--- src/rtl/sem_pkg.sv ---
`timescale 1ns / 1ps
// ----------------------------------------------------------------------------
// sem_pkg
// Shared constants and types for the 3x3 Sobel edge magnitude block.
// ----------------------------------------------------------------------------
package sem_pkg;

  localparam int DEFAULT_MAX_WIDTH = 1024;
  localparam int MAX_HEIGHT        = 4096;

  localparam int LINE_WIDTH_W   = 11;
  localparam int FRAME_HEIGHT_W = 13;
  localparam int CFG_DATA_W     = 13;
  localparam int PIXEL_W        = 8;
  localparam int GRAD_W         = 11;
  localparam int COL_OUT_W      = 10;
  localparam int ROW_W          = 12;

  localparam logic [LINE_WIDTH_W-1:0]   LINE_WIDTH_RESET   = 11'd640;
  localparam logic [FRAME_HEIGHT_W-1:0] FRAME_HEIGHT_RESET = 13'd480;

  localparam logic REG_LINE_WIDTH   = 1'b0;
  localparam logic REG_FRAME_HEIGHT = 1'b1;

  typedef struct packed {
    logic                 emit;
    logic                 last;
    logic [COL_OUT_W-1:0] col;
    logic [ROW_W-1:0]     row;
  } sem_ctrl_t;

endpackage

--- src/rtl/sem_magnitude.sv ---
`timescale 1ns / 1ps
// ----------------------------------------------------------------------------
// sem_magnitude
// Output stage: L1 magnitude of the gradients, saturated at 255, held in the
// output register until taken.
// ----------------------------------------------------------------------------
module sem_magnitude
  import sem_pkg::*;
(
  input  logic                        clk,
  input  logic                        rst,
  input  logic                        b_valid,
  input  sem_ctrl_t                   b_ctrl,
  input  logic signed [GRAD_W-1:0]    b_gx,
  input  logic signed [GRAD_W-1:0]    b_gy,
  output logic                        b_take,
  output logic                        out_valid,
  input  logic                        out_stall,
  output logic [PIXEL_W-1:0]          magnitude,
  output logic signed [GRAD_W-1:0]    grad_x,
  output logic signed [GRAD_W-1:0]    grad_y,
  output logic                        saturated,
  output logic [COL_OUT_W-1:0]        center_column,
  output logic [ROW_W-1:0]            center_row,
  output logic                        last_of_frame
);

  logic [GRAD_W-1:0] ax, ay, sum;
  logic              sat;
  logic              fire_b;

  assign b_take = !out_valid || !out_stall;
  assign fire_b = b_valid && b_take;

  assign ax  = b_gx[GRAD_W-1] ? GRAD_W'(-b_gx) : GRAD_W'(b_gx);
  assign ay  = b_gy[GRAD_W-1] ? GRAD_W'(-b_gy) : GRAD_W'(b_gy);
  assign sum = ax + ay;
  assign sat = sum > GRAD_W'(255);

  always_ff @(posedge clk) begin
    if (rst) begin
      out_valid <= 1'b0;
    end else if (b_take) begin
      out_valid <= b_valid;
    end
  end

  always_ff @(posedge clk) begin
    if (fire_b) begin
      magnitude     <= sat ? 8'd255 : sum[PIXEL_W-1:0];
      grad_x        <= b_gx;
      grad_y        <= b_gy;
      saturated     <= sat;
      center_column <= b_ctrl.col;
      center_row    <= b_ctrl.row;
      last_of_frame <= b_ctrl.last;
    end
  end

endmodule
--- config.mk ---
export PLATFORM = sky130hd
export DESIGN_NAME = sem_magnitude
export DESIGN_NICKNAME = d
export VERILOG_FILES = /design/src/rtl/sem_pkg.sv /design/src/rtl/sem_magnitude.sv
export SDC_FILE = /design/constraint.sdc
export NUM_CORES = 1
export LEC_CHECK = 0
export BUFFER_PORTS_ARGS = -buffer_cell sky130_fd_sc_hd__buf_2
export CORE_ASPECT_RATIO = 2
export CORE_MARGIN = 4
export CORE_UTILIZATION = 45
export CTS_CLUSTER_SIZE = 12
export DETAILED_ROUTE_END_ITERATION = 12
export GPL_TIMING_DRIVEN = 0
export MAX_ROUTING_LAYER = met4
export PLACE_DENSITY = 0.78
export SYNTH_ARGS = -nofsm -noshare
export SYNTH_HDL_FRONTEND = slang
export SYNTH_SLANG_ARGS = --single-unit
export TNS_END_PERCENT = 30
--- constraint.sdc ---
create_clock -name clk -period 4.3 [get_ports clk]
set_input_delay 0.86 -clock clk [delete_from_list [all_inputs] [get_ports clk]]
set_output_delay 0.86 -clock clk [all_outputs]
set_load 0.01 [all_outputs]
# After elaboration in Yosys (flattened, before gate mapping)
# Index checks and enable logic that the tools add are counted.
[classes]
add_sub_neg = 3
order_cmp = 1
n_mux = 2
reduce_logical = 4
[op_table]
columns = ["cell", "n"]
rows = [
  ["11-bit two-way mux", 2],
  ["11-bit negation", 2],
  ["11-bit adder", 1],
  ["11-bit by 8-bit greater-than comparator with 1-bit output (second input constant)", 1],
  ["1-bit logical NOT", 2],
  ["1-bit logical AND", 1],
  ["1-bit logical OR", 1],
]
[totals]
reg_bits = 55
output_inout_bits = 56
word_cells = 18

# Depth between registers and ports, before layout
[depth]
word_depth = 4
mapped_depth = 13
mapped_depth_nobuf = 13

# Least setup slack after synthesis
# OpenSTA, ideal clock, no wires.
[synth_timing]
path_type = "input -> register"
startpoint = "in b_gy[1]"
endpoint = "reg magnitude[5], data pin"
setup_ps = 259
t_arrival_ps = 3208
required_ps = 4041
setup_slack_ps = 833
cell_stages = 12
path_buffers = 0
cell_sequence = "inv_1 > ha_1 > or3b_4 > o31ai_1 > xnor2_1 > ha_1 > a21oi_1 > o21ai_1 > or2_2 > o221ai_2 > nand4_4 > or2_1"
[synth_between]
elab_chain_cells = 4
[synth_rtl]
columns = ["element", "line", "source"]
rows = [
  ["from (decl)", "sem_magnitude.sv:15", "input logic signed [GRAD_W-1:0] b_gy,"],
  ["11-bit negation", "sem_magnitude.sv:36", "assign ay = b_gy[GRAD_W-1] ? GRAD_W'(-b_gy) : GRAD_W'(b_gy);"],
  ["11-bit two-way mux *", "sem_magnitude.sv:36", ""],
  ["11-bit adder *", "sem_magnitude.sv:37", "assign sum = ax + ay;"],
  ["11-bit by 8-bit greater-than comparator with 1-bit output *", "sem_magnitude.sv:38", "assign sat = sum > GRAD_W'(255);"],
  ["named net sat", "sem_magnitude.sv:29", "logic sat;"],
  ["to (signal assigned)", "sem_magnitude.sv:50", "magnitude <= sat ? 8'd255 : sum[PIXEL_W-1:0];"],
  ["to (decl)", "sem_magnitude.sv:19", "output logic [PIXEL_W-1:0] magnitude,"],
]
# Mark *: on every way through the listed nets, which the timed path passes. The rest lies on a longest branch.
# A chain may end at the register's enable or synchronous reset.

# Worst setup path in the final report
# Ends and elaborated chain as after synthesis.

==> flow_summary.toml <==
[placement]
port_buffers = 104
post-dp-hpwl_um = 4410
place_ws_ns = 0.370
place.gp.congestion = 0.900

[timing]
slew_headroom = 0.726
min_period_over_period = 0.852
rsz0062_at_grt = "no"
skew_ns = 0.00838
hold_viol = 0
setup_ws_ns = 0.637
setup_viol = 0
max_freq_ghz = 0.273
period_minus_slack_ns = 3.66
slew_viol_final = 0
worst_pin_slew_ns = 0.411
tns_ns = 0

[yosys]
ys_seq_area_frac = 0.629
ys_seq_elements = 55
syn_area_um2 = 2610
synthXorXnorAreaFrac = 0.0772
synth_fp_nets = 256
synth_area_per_cell_um2 = 13.5
synth-simple-area-share = 0.128
synth_top_family_by_area = "simple AND/OR/NAND/NOR gates"
synthArstFlopShare = 0
synthCells = 193
synth_compound_area_frac = 0.0830
ys_warn_count = 0
synth_flop_cell = "edfxtp_1"
synth.distinct_cells = 37
yosys.area_share.adder = 0.0652
synthMuxAreaShare = 0
synth-edff-count = 54

[power]
seqPwrFrac = 0.471
pwr_density_cell_nw_per_um2 = 402
p_leak_nw = 1.39
power.internal_mw = 1.03
clock_power_share = 0.320
p_comb_frac = 0.210
power_switching_uw = 335
ir_drop_mv = 0.468
p_sw_frac = 0.246

[final_layout]
diodes = 0
final_nets = 368
synthToLayoutAreaGrowth_pct = 29.9
final_cell_mix = "buf_2, edfxtp_1, nand2_1"
drive_above_1_share = 0.397
mostFrequentLayoutCell = "buf_2"

[cts]
clk_latency_ns = 0.28
cts.sink_count = 55
cts_setup_buffers = 0
hold_buffers = 0
numCtsBuffers = 5
root_buffer = "clkbuf_16"
clock_path_buffers = 2
path_clk_slew_ns = 0.07
cts.htree.levels = 2
cts-resized-gates = 0
cts_tree = "yes"

[floorplanning]
start_util = 0.461
dieWidth_um = 61.8
die_height_um = 116
core_area_um2 = 5660
ioPinCount = 106
rows = 39
dieArea_um2 = 7150

[global_routing]
grt_overflow = 0
grt_antenna_before_repair = 0
grt_max_degree = 41
grt_pass1_wl_um = 8130
grt_pass1_vias = 1826
grtUsageTotal = 0.159

[setup_path]
critPathKind = "input pin to flop"
worstPathMaxFanout = 9
end_kind = "flop"
cp-start-kind = "input pin"
r2r_start = "out_valid"
cp-startpoint = "b_gy[1]"
required_ns = 4.33
cp_data_arrival_time_ns = 3.69

[worst_hold_path]
hold_start = "out_valid"
hp-class = "flop to flop"

[flow_run]
maxCapViolations = 0

[detailed_routing]
route.detailed.drc = 0
drtPass1Iterations = 4
wl_per_cell_um = 14.7
drt-total-wl_um = 5390
ant_nets = 0
num_vias = 1838
drtIter0Drc = 57
viasPerCell = 5.02

[run_status]
outcome = "complete, no violations"
layer usage:
layer | part of all wire | wire length (um) | vias to the layer above | GRT usage
met3 | 0.054 | 289 | 8 | 0.0100
met5 | 0 | 0 | - | -
li1 | - | - | 930 | -
met1 | 0.31 | 1660 | 844 | 0.142
met4 | 0.027 | 146 | 0 | 0.0793
met2 | 0.61 | 3290 | 56 | 0.307
worst paths after layout:
kind                         to  cells past startpoint  slack, ns
hold reg to reg       out_valid                      2       0.51
setup / recovery   magnitude[5]                     13       0.64
hold / removal        out_valid                      2       0.51
setup reg to reg  center_row[5]                      3       2.90
synthesized netlist by cell type (3+ instances only):
library cell | instances | area share
xor2_1 | 7 | 0.024
nand2_1 | 21 | 0.030
a21o_1 | 3 | 0.0086
o31ai_1 | 7 | 0.020
inv_1 | 10 | 0.014
or2_1 | 3 | 0.0072
xnor2_1 | 16 | 0.054
nor2_1 | 3 | 0.0043
edfxtp_1 | 54 | 0.62
o21ai_0 | 5 | 0.0096
ha_1 | 12 | 0.058
a21oi_1 | 11 | 0.021
nand2b_1 | 9 | 0.022
registers in the layout (all words and copies together), names as in the netlist:
name           count
magnitude          8
center_row        12
center_column     10
last_of_frame      1
out_valid          1
grad_x            11
grad_y            11
saturated          1
power groups by stage:
stage / clock, mW / combinational [mW] / sequential [mW]
after floorplan: 0 / 0.164 / 0.677
after global placement: 0 / 0.278 / 0.655
after detailed placement: 0 / 0.288 / 0.654
after CTS: 0.447 / 0.289 / 0.642
after global routing: 0.468 / 0.318 / 0.645
final: 0.436 / 0.286 / 0.641
cell type report:
class	count	area, um2
Fill cell	482	2270
Sequential cell	55	1640
Multi-Input combinational cell	126	923
Timing Repair Buffer	105	541
Clock buffer	5	125
Tap cell	61	76.3
Clock inverter	2	37.5
Inverter	10	37.5
Buffer	2	7.51
critical path, cell delays in order:
cell,delay [ns]
buf_2,0.12
inv_1,0.07
ha_1,0.15
or3b_4,0.41
o31ai_1,0.25
xnor2_1,0.21
ha_1,0.34
a21oi_1,0.23
o21ai_1,0.14
or2_2,0.30
o221ai_2,0.20
nand4_4,0.16
or2_1,0.26
kinds of logic after synthesis:
group / after synthesis
AOI/OAI and AO/OA: 34
xor gates and xnor gates: 23
adders and majority gates: 13
buffers and inverters: 12
DFF: 55
and+or+nand+nor: 56
stage by stage:
step	util	cells	power (mW)	hold slack [ns]	cell area [um2]
3_5_place_dp	0.570	359	0.941	0.498	3230
3_3_place_gp	0.566	358	0.932	0.485	3210
2_1_floorplan	-	193	0.841	0.537	2610
6_report	0.599	366	1.36	0.511	3390
5_1_grt	0.599	366	1.43	0.566	3390
4_1_cts	0.599	366	1.38	0.516	3390
Power figures use the tool's default switching activity.
