File: src/rtl/sem_pkg.sv
`timescale 1ns / 1ps
// ----------------------------------------------------------------------------
// sem_pkg
// Shared constants and types for the 3x3 Sobel edge magnitude block.
// ----------------------------------------------------------------------------
package sem_pkg;

  localparam int DEFAULT_MAX_WIDTH = 1024;
  localparam int MAX_HEIGHT        = 4096;

  localparam int LINE_WIDTH_W   = 11;
  localparam int FRAME_HEIGHT_W = 13;
  localparam int CFG_DATA_W     = 13;
  localparam int PIXEL_W        = 8;
  localparam int GRAD_W         = 11;
  localparam int COL_OUT_W      = 10;
  localparam int ROW_W          = 12;

  localparam logic [LINE_WIDTH_W-1:0]   LINE_WIDTH_RESET   = 11'd640;
  localparam logic [FRAME_HEIGHT_W-1:0] FRAME_HEIGHT_RESET = 13'd480;

  localparam logic REG_LINE_WIDTH   = 1'b0;
  localparam logic REG_FRAME_HEIGHT = 1'b1;

  typedef struct packed {
    logic                 emit;
    logic                 last;
    logic [COL_OUT_W-1:0] col;
    logic [ROW_W-1:0]     row;
  } sem_ctrl_t;

endpackage

File: src/rtl/sem_window.sv
`timescale 1ns / 1ps
// ----------------------------------------------------------------------------
// sem_window
// Window stage: holds the accepted pixel beside the row store read data,
// forms both gradients from the taps, writes the column back and shifts the
// taps. Gradients of interior centres are registered for the next stage.
// ----------------------------------------------------------------------------
module sem_window
  import sem_pkg::*;
#(
  parameter int AW = 10
) (
  input  logic                     clk,
  input  logic                     rst,
  input  logic                     in_fire,
  input  logic [PIXEL_W-1:0]       pixel_in,
  input  logic [AW-1:0]            addr_in,
  input  sem_ctrl_t                ctrl_in,
  output logic                     ready_a,
  input  logic [PIXEL_W-1:0]       rd_top,
  input  logic [PIXEL_W-1:0]       rd_mid,
  output logic                     wr_en,
  output logic [AW-1:0]            wr_addr,
  output logic [2*PIXEL_W-1:0]     wr_word,
  output logic                     b_valid,
  output sem_ctrl_t                b_ctrl,
  output logic signed [GRAD_W-1:0] b_gx,
  output logic signed [GRAD_W-1:0] b_gy,
  input  logic                     b_take
);

  logic               a_valid;
  logic [PIXEL_W-1:0] a_pixel;
  logic [AW-1:0]      a_addr;
  sem_ctrl_t          a_ctrl;
  logic [PIXEL_W-1:0] taps [6];
  logic               ready_b;
  logic               fire_a;
  logic [GRAD_W-1:0]  tl, ml, bl, tm, bm, tr, mr, br;
  logic [GRAD_W-1:0]  gx_next, gy_next;

  assign ready_b = !b_valid || b_take;
  assign ready_a = !a_valid || ready_b;
  assign fire_a  = a_valid && ready_b;

  always_ff @(posedge clk) begin
    if (rst) begin
      a_valid <= 1'b0;
    end else if (in_fire) begin
      a_valid <= 1'b1;
    end else if (fire_a) begin
      a_valid <= 1'b0;
    end
  end

  always_ff @(posedge clk) begin
    if (in_fire) begin
      a_pixel <= pixel_in;
      a_addr  <= addr_in;
      a_ctrl  <= ctrl_in;
    end
  end

  assign tl = GRAD_W'(taps[0]);
  assign ml = GRAD_W'(taps[1]);
  assign bl = GRAD_W'(taps[2]);
  assign tm = GRAD_W'(taps[3]);
  assign bm = GRAD_W'(taps[5]);
  assign tr = GRAD_W'(rd_top);
  assign mr = GRAD_W'(rd_mid);
  assign br = GRAD_W'(a_pixel);

  assign gx_next = (tr + (mr << 1) + br) - (tl + (ml << 1) + bl);
  assign gy_next = (tl + (tm << 1) + tr) - (bl + (bm << 1) + br);

  always_ff @(posedge clk) begin
    if (rst) begin
      for (int i = 0; i < 6; i++) begin
        taps[i] <= '0;
      end
    end else if (fire_a) begin
      taps[0] <= taps[3];
      taps[1] <= taps[4];
      taps[2] <= taps[5];
      taps[3] <= rd_top;
      taps[4] <= rd_mid;
      taps[5] <= a_pixel;
    end
  end

  assign wr_en   = fire_a;
  assign wr_addr = a_addr;
  assign wr_word = {rd_mid, a_pixel};

  always_ff @(posedge clk) begin
    if (rst) begin
      b_valid <= 1'b0;
    end else if (fire_a) begin
      b_valid <= a_ctrl.emit;
    end else if (b_take) begin
      b_valid <= 1'b0;
    end
  end

  always_ff @(posedge clk) begin
    if (fire_a) begin
      b_ctrl <= a_ctrl;
      b_gx   <= gx_next;
      b_gy   <= gy_next;
    end
  end

endmodule

File: config.mk
export PLATFORM = sky130hd
export DESIGN_NAME = sem_window
export DESIGN_NICKNAME = d
export VERILOG_FILES = /design/src/rtl/sem_pkg.sv /design/src/rtl/sem_window.sv
export SDC_FILE = /design/constraint.sdc
export NUM_CORES = 1
export LEC_CHECK = 0
export ABC_CLOCK_PERIOD_IN_PS = 4130
export BUFFER_PORTS_ARGS = -buffer_cell sky130_fd_sc_hd__buf_2
export CORE_MARGIN = 1
export CORE_UTILIZATION = 45
export DETAILED_ROUTE_END_ITERATION = 6
export PLACE_DENSITY = 0.67
export SLEW_MARGIN = 5
export SYNTH_ARGS = -nofsm -noshare
export SYNTH_HDL_FRONTEND = slang
export SYNTH_SLANG_ARGS = --single-unit
File: constraint.sdc
create_clock -name clk -period 4.13 [get_ports clk]
set_input_delay 0.2065 -clock clk [delete_from_list [all_inputs] [get_ports clk]]
set_output_delay 0.2065 -clock clk [all_outputs]
set_load 0.02 [all_outputs]
# After elaboration in Yosys (flattened, before gate mapping)
# Memory sizes are Yosys's and may differ from the RTL's.
# Cells that the tools add are included.
# totals
ff_bits	90
word_cells	53
output_inout_bits	75
in_bits	62
ramBits	48
memories	1
# memory_table
memory	depth	width	read_ports	rd_ports_with_merged_regs	wr	line_no	rtl
taps	6	8	6	0	6	sem_window.sv:36	logic [PIXEL_W-1:0] taps [6];
# classes
bitwise	6
mux	15
addsub	10
reduce_logical	7
# op_table
cell	count
8-bit 2-to-1 mux	6
10-bit by 8-bit adder with 11-bit output	4
8-bit by 9-bit adder with 10-bit output	4
11-bit subtractor	2
1-bit 2-to-1 mux	9
1-bit bitwise OR	6
2-bit nonzero test	2
1-bit logical NOT	2
1-bit logical OR	2
1-bit logical AND	1

# Longest topological paths before layout
# Gate-level depths: netlist of run 1.
# depth
depth_word	7
ltp_mapped	15
depth_no_buf	15

# Worst setup path before layout of run 1
# OpenSTA, ideal clock, no wires.
# synth_path
kind	register to register
startpoint	register a_pixel[2]
endpoint	register b_gy[8] (data pin)
synth_period_minus_slack_ns	3.440
setup_time_ns	0.261
arrival_time_ns	3.178
n_path_buf	0
slack_ns	0.690
stages_incl_launch_ff	13
required_time_ns	3.869
path_cell_list	edfxtp_1 inv_1 fa_1 fa_1 inv_1 fa_1 inv_1 ha_1 a21o_1 a21oi_2 o21a_2 o21ai_2 xor2_1
# synth_between
elab_chain_cells	2
# synth_lines
item	line_no	rtl
start: declaration	sem_window.sv:33	logic [PIXEL_W-1:0] a_pixel;
start signal: assignment	sem_window.sv:58	a_pixel <= pixel_in;
10-bit by 8-bit adder with 11-bit output	sem_window.sv:74	assign gy_next = (tl + (tm << 1) + tr) - (bl + (bm << 1) + br);
11-bit subtractor	sem_window.sv:74	
net gy_next[8]	sem_window.sv:40	logic [GRAD_W-1:0] gx_next, gy_next;
end signal: assignment	sem_window.sv:109	b_gy <= gy_next;
end: declaration	sem_window.sv:28	output logic signed [GRAD_W-1:0] b_gy,
# The timed path passes the listed nets, and every way through them passes these cells.
# A chain may end at the register's enable or synchronous reset.

# Final worst setup path of run 1
# Ends and elaborated chain as after synthesis.

==> reports/qor.yml, run 1 <==
status:
  status: "complete, no violations"
final_layout:
  multi_input_area_sq_mm: 0.00223
  synthToLayoutAreaGrowth_pct: 26.2
  antennaDiodeCount: 0
  final_layout_size_suffix_gt1_share_pct: 26.7
  design_area_sq_mm: 0.00876
  seq_area_sq_mm: 0.00412
  fillCellCount: 1204
  fin_nets: 813
  final_cells: 866
  fin_util_pct: 57.9
cts:
  insertion_delay_ns: 0.42
  cts-htree-levels: 4
  cts.sinks: 138
  clkTransAtPathRegs_ns: 0.06
  cts_tree: "built"
  clockBufferDepth: 2
  numCtsBuffers: 17
  cts-root-buf: "clkbuf_16"
  cts_resized: 0
sta:
  fmax_mhz: 286
  hold_viol: 0
  relSlewSlack_pct: 27.9
  fin_crit_sh_pct: 84.7
  setup_viol: 0
  skew_ns: 0.0109
  drv_slew: 0
  setup-tns-final_ns: 0
  setup_ws_ns: 0.632
  rsz0062_at_grt: "false"
  min_period_ns: 3.50
  worstMarginPinSlew_ns: 1.08
logic_synthesis:
  syn-num-nets: 630
  yosys_register_bits: 138
  ys_types: 30
  synth_area_sq_mm: 0.00695
  yosysTopAreaCellShare_pct: 58.8
  yosysSeqAreaShare_pct: 59.4
  syn_area_per_cell_sq_um: 14.4
  synthCells: 482
  yosys.area.top_type: "edfxtp_1"
  synth_area_leaders: "edfxtp_1 59%, fa_1 18%, inv_1 7.2%"
  synth_warnings: 0
detailed_routing:
  num_vias: 3997
  finalWirelength_microns: 12700
  antenna_left: 0
  drtIter0Drc: 113
  remaining_drc_errors: 0
  drt-pass1-iter-count: 4
  avgViaCountPerCell: 4.62
  wl_per_cell_microns: 14.6
floorplanning:
  ios: 137
  rows: 45
  die_w_microns: 126
  start_util_pct: 45.9
  dieArea_sq_mm: 0.0159
  core_sq_mm: 0.0151
  die_h_microns: 126
place:
  place_ws_ns: 0.617
  portBuffers: 136
  gp_congestion: 0.851
  hpwl_microns: 8950
  dp_cells: 792
  place_area_sq_mm: 0.00778
power:
  powerDensity_mw_per_mm2: 598
  p_sw_share_pct: 33.5
  combPwrFrac_pct: 36.0
  clkPwrFrac_pct: 27.7
  vdd_drop_max_v: 0.000405
  p_switching_uw: 1760
  p_leak_uw: 0.00385
  power_frac_seq_pct: 36.3
  internal_power_uw: 3490
worst_setup_path:
  worstPathMaxFanout: 3
  critical_path.max_stage_delay_ns: 0.60
  arrival_ns: 3.66
  endpoint_kind: "flop"
  crit_chain: "inv_1, fa_1, fa_1, inv_1, fa_1, inv_1, ha_1, a21o_1, a21oi_2, o21a_2, o21ai_2, xor2_1"
  cp.buffers_inverters: 3
  critical-path-slowest-cell: "fa_1"
  startpoint_type: "flop"
  critPathRequiredTime_ns: 4.29
  crit_type: "flop to flop"
  crit_family: "adder cells"
global_routing:
  grt_use_total_pct: 17.8
  antenna_found_initial: 0
  grt_pass1_vias: 4345
  gr-total-overflow: 0
  grt_max_degree: 48
  grt_pass1_wl_microns: 21100
worst_hold_path:
  hold_class: "primary input to flop"
job:
  cap_violations: 0
layout make-up:
type                       count  area share [%]
sequential                   138            47.1
multi-input combinational    196            25.5
clock inverter                15            1.58
timing repair buffer         179            12.6
clock buffer                  17            4.85
tap                          188            2.68
inverter                     133            5.70
worst paths after layout:
path,start,endpoint,slack [ns],depth (start not counted)
worst min-delay path,rd_mid[2],taps[4][2]$_SDFFCE_PN0P_,0.11,2
worst max-delay path,a_pixel[2]$_DFFE_PP_,b_gy[8]$_DFFE_PP_,0.63,12
worst max register to register,a_pixel[2]$_DFFE_PP_,b_gy[8]$_DFFE_PP_,0.63,12
worst min register to register,a_ctrl[22]$_DFFE_PP_,b_ctrl[22]$_DFFE_PP_,0.41,0
state kept, by name, indices dropped and copies added, names as in the netlist:
| signal | flops |
|---|---|
| a_valid | 1 |
| b_gx | 11 |
| a_ctrl | 24 |
| b_ctrl | 24 |
| taps | 48 |
| wr_addr | 10 |
| b_valid | 1 |
| b_gy | 11 |
| a_pixel | 8 |
power groups by stage:
| stage | clock, uW | combinational, uW | sequential [uW] |
|---|---|---|---|
| global route | 1550 | 2170 | 1920 |
| global placement | 0 | 1860 | 1930 |
| finish | 1450 | 1890 | 1900 |
| floorplan | 0 | 1270 | 2070 |
| CTS | 1490 | 1920 | 1900 |
| detailed placement | 0 | 1890 | 1930 |
kinds of logic after synthesis:
kind of cell	share of synthesized area [%]
AO/OA/AOI/OAI	2.95
flip-flops	59.4
adder cells (fa/ha/maj)	22.2
buffers and inverters	8.52
XOR/XNOR	1.77
AND/OR/NAND/NOR	5.19
synth_stat cells (all sizes together):
cell type / instances
edfxtp: 136
inv: 133
fa: 62
nor3: 26
and2: 24
ha: 24
a21oi: 14
buf: 14
xnor2: 12
nand2: 7
a21o: 4
o21ai: 4
a31oi: 2
dfxtp: 2
nand2b: 2
nand3: 2
nor2: 2
o211ai: 2
o21a: 2
o221ai: 2
or3: 2
xor2: 2
clkbuf: 1
nor2b: 1
through the flow:
stage	power, uW	hold slack (ns)
after floorplan	3340	0.305
after global placement	3790	0.383
after detailed placement	3820	0.385
after CTS	5320	0.0896
after global routing	5640	0.114
final	5240	0.113
layer usage:
metal  part of all wire [%]  global-route usage, %
met3                    4.0                   4.89
met2                     52                   30.9
met1                     43                   21.8
met4                    1.0                   5.03
met5                      0                      0
repair_timing:
item	in CTS	in global routing
hold buffers	42	0
buffers inserted	0	0
hold endpoints to repair	42	0
setup endpoints to repair	0	0
cells in the final DEF (no fill, tap or decap), types with 4 or more instances in the layout:
| master | count |
|---|---|
| dlygate4sd3_1 | 42 |
| a21oi_2 | 4 |
| edfxtp_1 | 136 |
| inv_6 | 6 |
| inv_1 | 132 |
| and2_1 | 24 |
| a21oi_1 | 10 |
| fa_1 | 62 |
| clkbuf_16 | 17 |
| nor3_1 | 26 |
| ha_1 | 24 |
| nand2_1 | 6 |
| xnor2_1 | 12 |
| a21o_1 | 4 |
| clkinv_2 | 4 |
| buf_2 | 136 |
(Power assumes the default switching activity.)
==> run 2, diff against run 1 <==
--- a/config.mk
+++ b/config.mk
@@ -5,12 +5,12 @@
 export SDC_FILE = /design/constraint.sdc
 export NUM_CORES = 1
 export LEC_CHECK = 0
-export ABC_CLOCK_PERIOD_IN_PS = 4130
+export ABC_CLOCK_PERIOD_IN_PS = 2860
 export BUFFER_PORTS_ARGS = -buffer_cell sky130_fd_sc_hd__buf_2
 export CORE_MARGIN = 1
 export CORE_UTILIZATION = 45
 export DETAILED_ROUTE_END_ITERATION = 6
-export PLACE_DENSITY = 0.67
+export PLACE_DENSITY = 0.7
 export SLEW_MARGIN = 5
 export SYNTH_ARGS = -nofsm -noshare
 export SYNTH_HDL_FRONTEND = slang
==> constraint.sdc (replaced) <==
create_clock -name clk -period 2.86 [get_ports clk]
set_input_delay 0.143 -clock clk [delete_from_list [all_inputs] [get_ports clk]]
set_output_delay 0.143 -clock clk [all_outputs]
set_load 0.02 [all_outputs]
==> reports/qor.yml, run 2 (synthesized netlist as in run 1, its figures left out) <==
status:
  status: "finished with violations"
  failed_checks: "negative setup slack"
sta:
  skew_ns: 0.00644
  fin_crit_sh_pct: 118
  setup_viol: 18
  rsz0062_at_grt: "true"
  relSlewSlack_pct: 29.1
  setup_ws_ns: -0.525
  hold_viol: 0
  setup-tns-final_ns: -6.81
  worstMarginPinSlew_ns: 1.06
  min_period_ns: 3.38
  drv_slew: 0
  fmax_mhz: 295
  whs_ns: 0.0474
floorplanning:
  core_sq_mm: 0.0151
  ios: 137
  start_util_pct: 45.9
  die_w_microns: 126
  dieArea_sq_mm: 0.0159
  die_h_microns: 126
  rows: 45
place:
  place_area_sq_mm: 0.00830
  gp_congestion: 0.814
  dp_cells: 848
  portBuffers: 136
  hpwl_microns: 9490
final_layout:
  final_cell_mix: "136 x edfxtp_1, 136 x buf_2, 111 x inv_1"
  antennaDiodeCount: 0
  synthToLayoutAreaGrowth_pct: 37.3
  final_layout_size_suffix_gt1_share_pct: 39.1
  fin_nets: 875
  largestRegisters: "taps: 48 flops, a_ctrl: 24 flops, b_ctrl: 24 flops"
  largest_reg_flops: 48
  design_area_sq_mm: 0.00953
  final_cells: 928
  regMostFlops: "taps"
job:
  cap_violations: 0
power:
  p_leak_uw: 0.00418
  vdd_drop_max_v: 0.000609
  clkPwrFrac_pct: 24.3
  p_switching_uw: 2990
  powerDensity_mw_per_mm2: 955
  combPwrFrac_pct: 45.5
  power_frac_seq_pct: 30.2
  internal_power_uw: 6110
  p_sw_share_pct: 32.9
  total_power_uw: 9100
detailed_routing:
  remaining_drc_errors: 0
  antenna_left: 0
  finalWirelength_microns: 13700
  drtIter0Drc: 227
  drt-pass1-iter-count: 4
  wl_per_cell_microns: 14.8
  avgViaCountPerCell: 4.59
  num_vias: 4264
worst_setup_path:
  worstPathMaxFanout: 3
  crit_family: "adder cells"
  rrSetupSlack_ns: -0.52
  crit_type: "flop to flop"
  crit_top_cell: "fa_1"
  critPathRequiredTime_ns: 3.02
  crit_chain: "fa_1, fa_1, inv_2, fa_1, buf_6, fa_2, inv_2, a21oi_4, o221ai_2, o211ai_1, xnor2_1"
  startpoint_type: "flop"
  critical_path.max_stage_delay_ns: 0.58
  cp.buffers_inverters: 3
  arrival_ns: 3.54
  r2r-start: "taps[3][1]$_SDFFCE_PN0P_"
  endpoint_kind: "flop"
  regToRegEndpoint: "b_gy[9]$_DFFE_PP_"
  critical-path-slowest-cell: "fa_1"
  reg2regPathDepth: 11
global_routing:
  gr-total-overflow: 0
  grt_max_degree: 49
  antenna_found_initial: 0
  grt_pass1_vias: 4812
  grt_use_total_pct: 19.1
  grt_pass1_wl_microns: 22800
cts:
  insertion_delay_ns: 0.41
  numCtsBuffers: 17
  cts-root-buf: "clkbuf_16"
  cts.sinks: 138
  cts_tree: "built"
  cts-htree-levels: 4
  clockBufferDepth: 2
  clkTransAtPathRegs_ns: 0.06
worst_hold_path:
  whs_path_depth: 2
  min_from: "rd_mid[2]"
  min_to: "taps[4][2]$_SDFFCE_PN0P_"
  hold_class: "primary input to flop"
[run 2: cell count changes in the layout (fill, tap and decap cells not counted), moves of 4 or more]
cell	before	now
a21oi_1	10	5
buf_4	1	55
buf_6	0	7
ha_1	24	14
ha_4	0	8
inv_1	132	111
inv_2	1	22
inv_6	6	2
xnor2_1	12	7
[run 2: worst max-delay path by stage]
stage | end | cells past startpoint | startpoint
after floorplan | b_gx[8]$_DFFE_PP_ | 11 | a_pixel[2]$_DFFE_PP_
after global placement | b_gx[8]$_DFFE_PP_ | 12 | taps[0][2]$_SDFFCE_PN0P_
after detailed placement | b_gy[9]$_DFFE_PP_ | 14 | taps[2][0]$_SDFFCE_PN0P_
after CTS | b_gy[9]$_DFFE_PP_ | 12 | a_pixel[2]$_DFFE_PP_
after global routing | b_gy[9]$_DFFE_PP_ | 12 | a_pixel[2]$_DFFE_PP_
final | b_gy[9]$_DFFE_PP_ | 11 | taps[3][1]$_SDFFCE_PN0P_
[run 2: power groups by stage]
stage,clock network [uW],registers [uW],logic (uW)
5_1_grt,2340,2770,4600
6_report,2210,2750,4150
3_5_place_dp,0,2780,3420
4_1_cts,2260,2750,3910
3_3_place_gp,0,2780,3310
2_1_floorplan,0,2990,2030
[run 2: stage by stage]
stage                     utilization (%)  setup slack [ns]
final                                62.9            -0.525
after global routing                 62.9            -0.688
after CTS                            62.5            -0.514
after detailed placement             54.8            -0.554
after global placement               54.8            -0.416
after floorplan                         -            -0.428
[run 2: worst register-to-register path, delay by kind of cell, from the launching register on]
family / cells / cell delay (ns)
buffers and inverters: 3 / 0.26
XOR/XNOR: 1 / 0.15
flip-flops: 1 / 0.42
adder cells (fa/ha/maj): 4 / 1.97
AO/OA/AOI/OAI: 3 / 0.34
[run 2: layout make-up]
cell class / instances / area, sq um
Clock buffer: 17 / 425
Sequential cell: 138 / 4120
Tap cell: 188 / 235
Inverter: 133 / 499
Clock inverter: 15 / 174
Timing Repair Buffer: 241 / 1610
Fill cell: 1137 / 5610
Multi-Input combinational cell: 196 / 2460
[run 2: repair_timing]
item,CTS,global route
hold endpoints to repair,42,0
endpoints found under the setup margin,18,18
setup buffers,8,4
pin swaps,18,9
hold buffers,42,0
resized for setup,23,14
[run 2: layer usage]
layer | GRT usage [%] | wire (microns) | vias to the layer above
met5 | 0 | 0 | -
met4 | 5.95 | 239 | 0
met2 | 33.7 | 7260 | 106
met1 | 22.6 | 5580 | 2095
met3 | 5.23 | 659 | 21
li1 | - | - | 2042
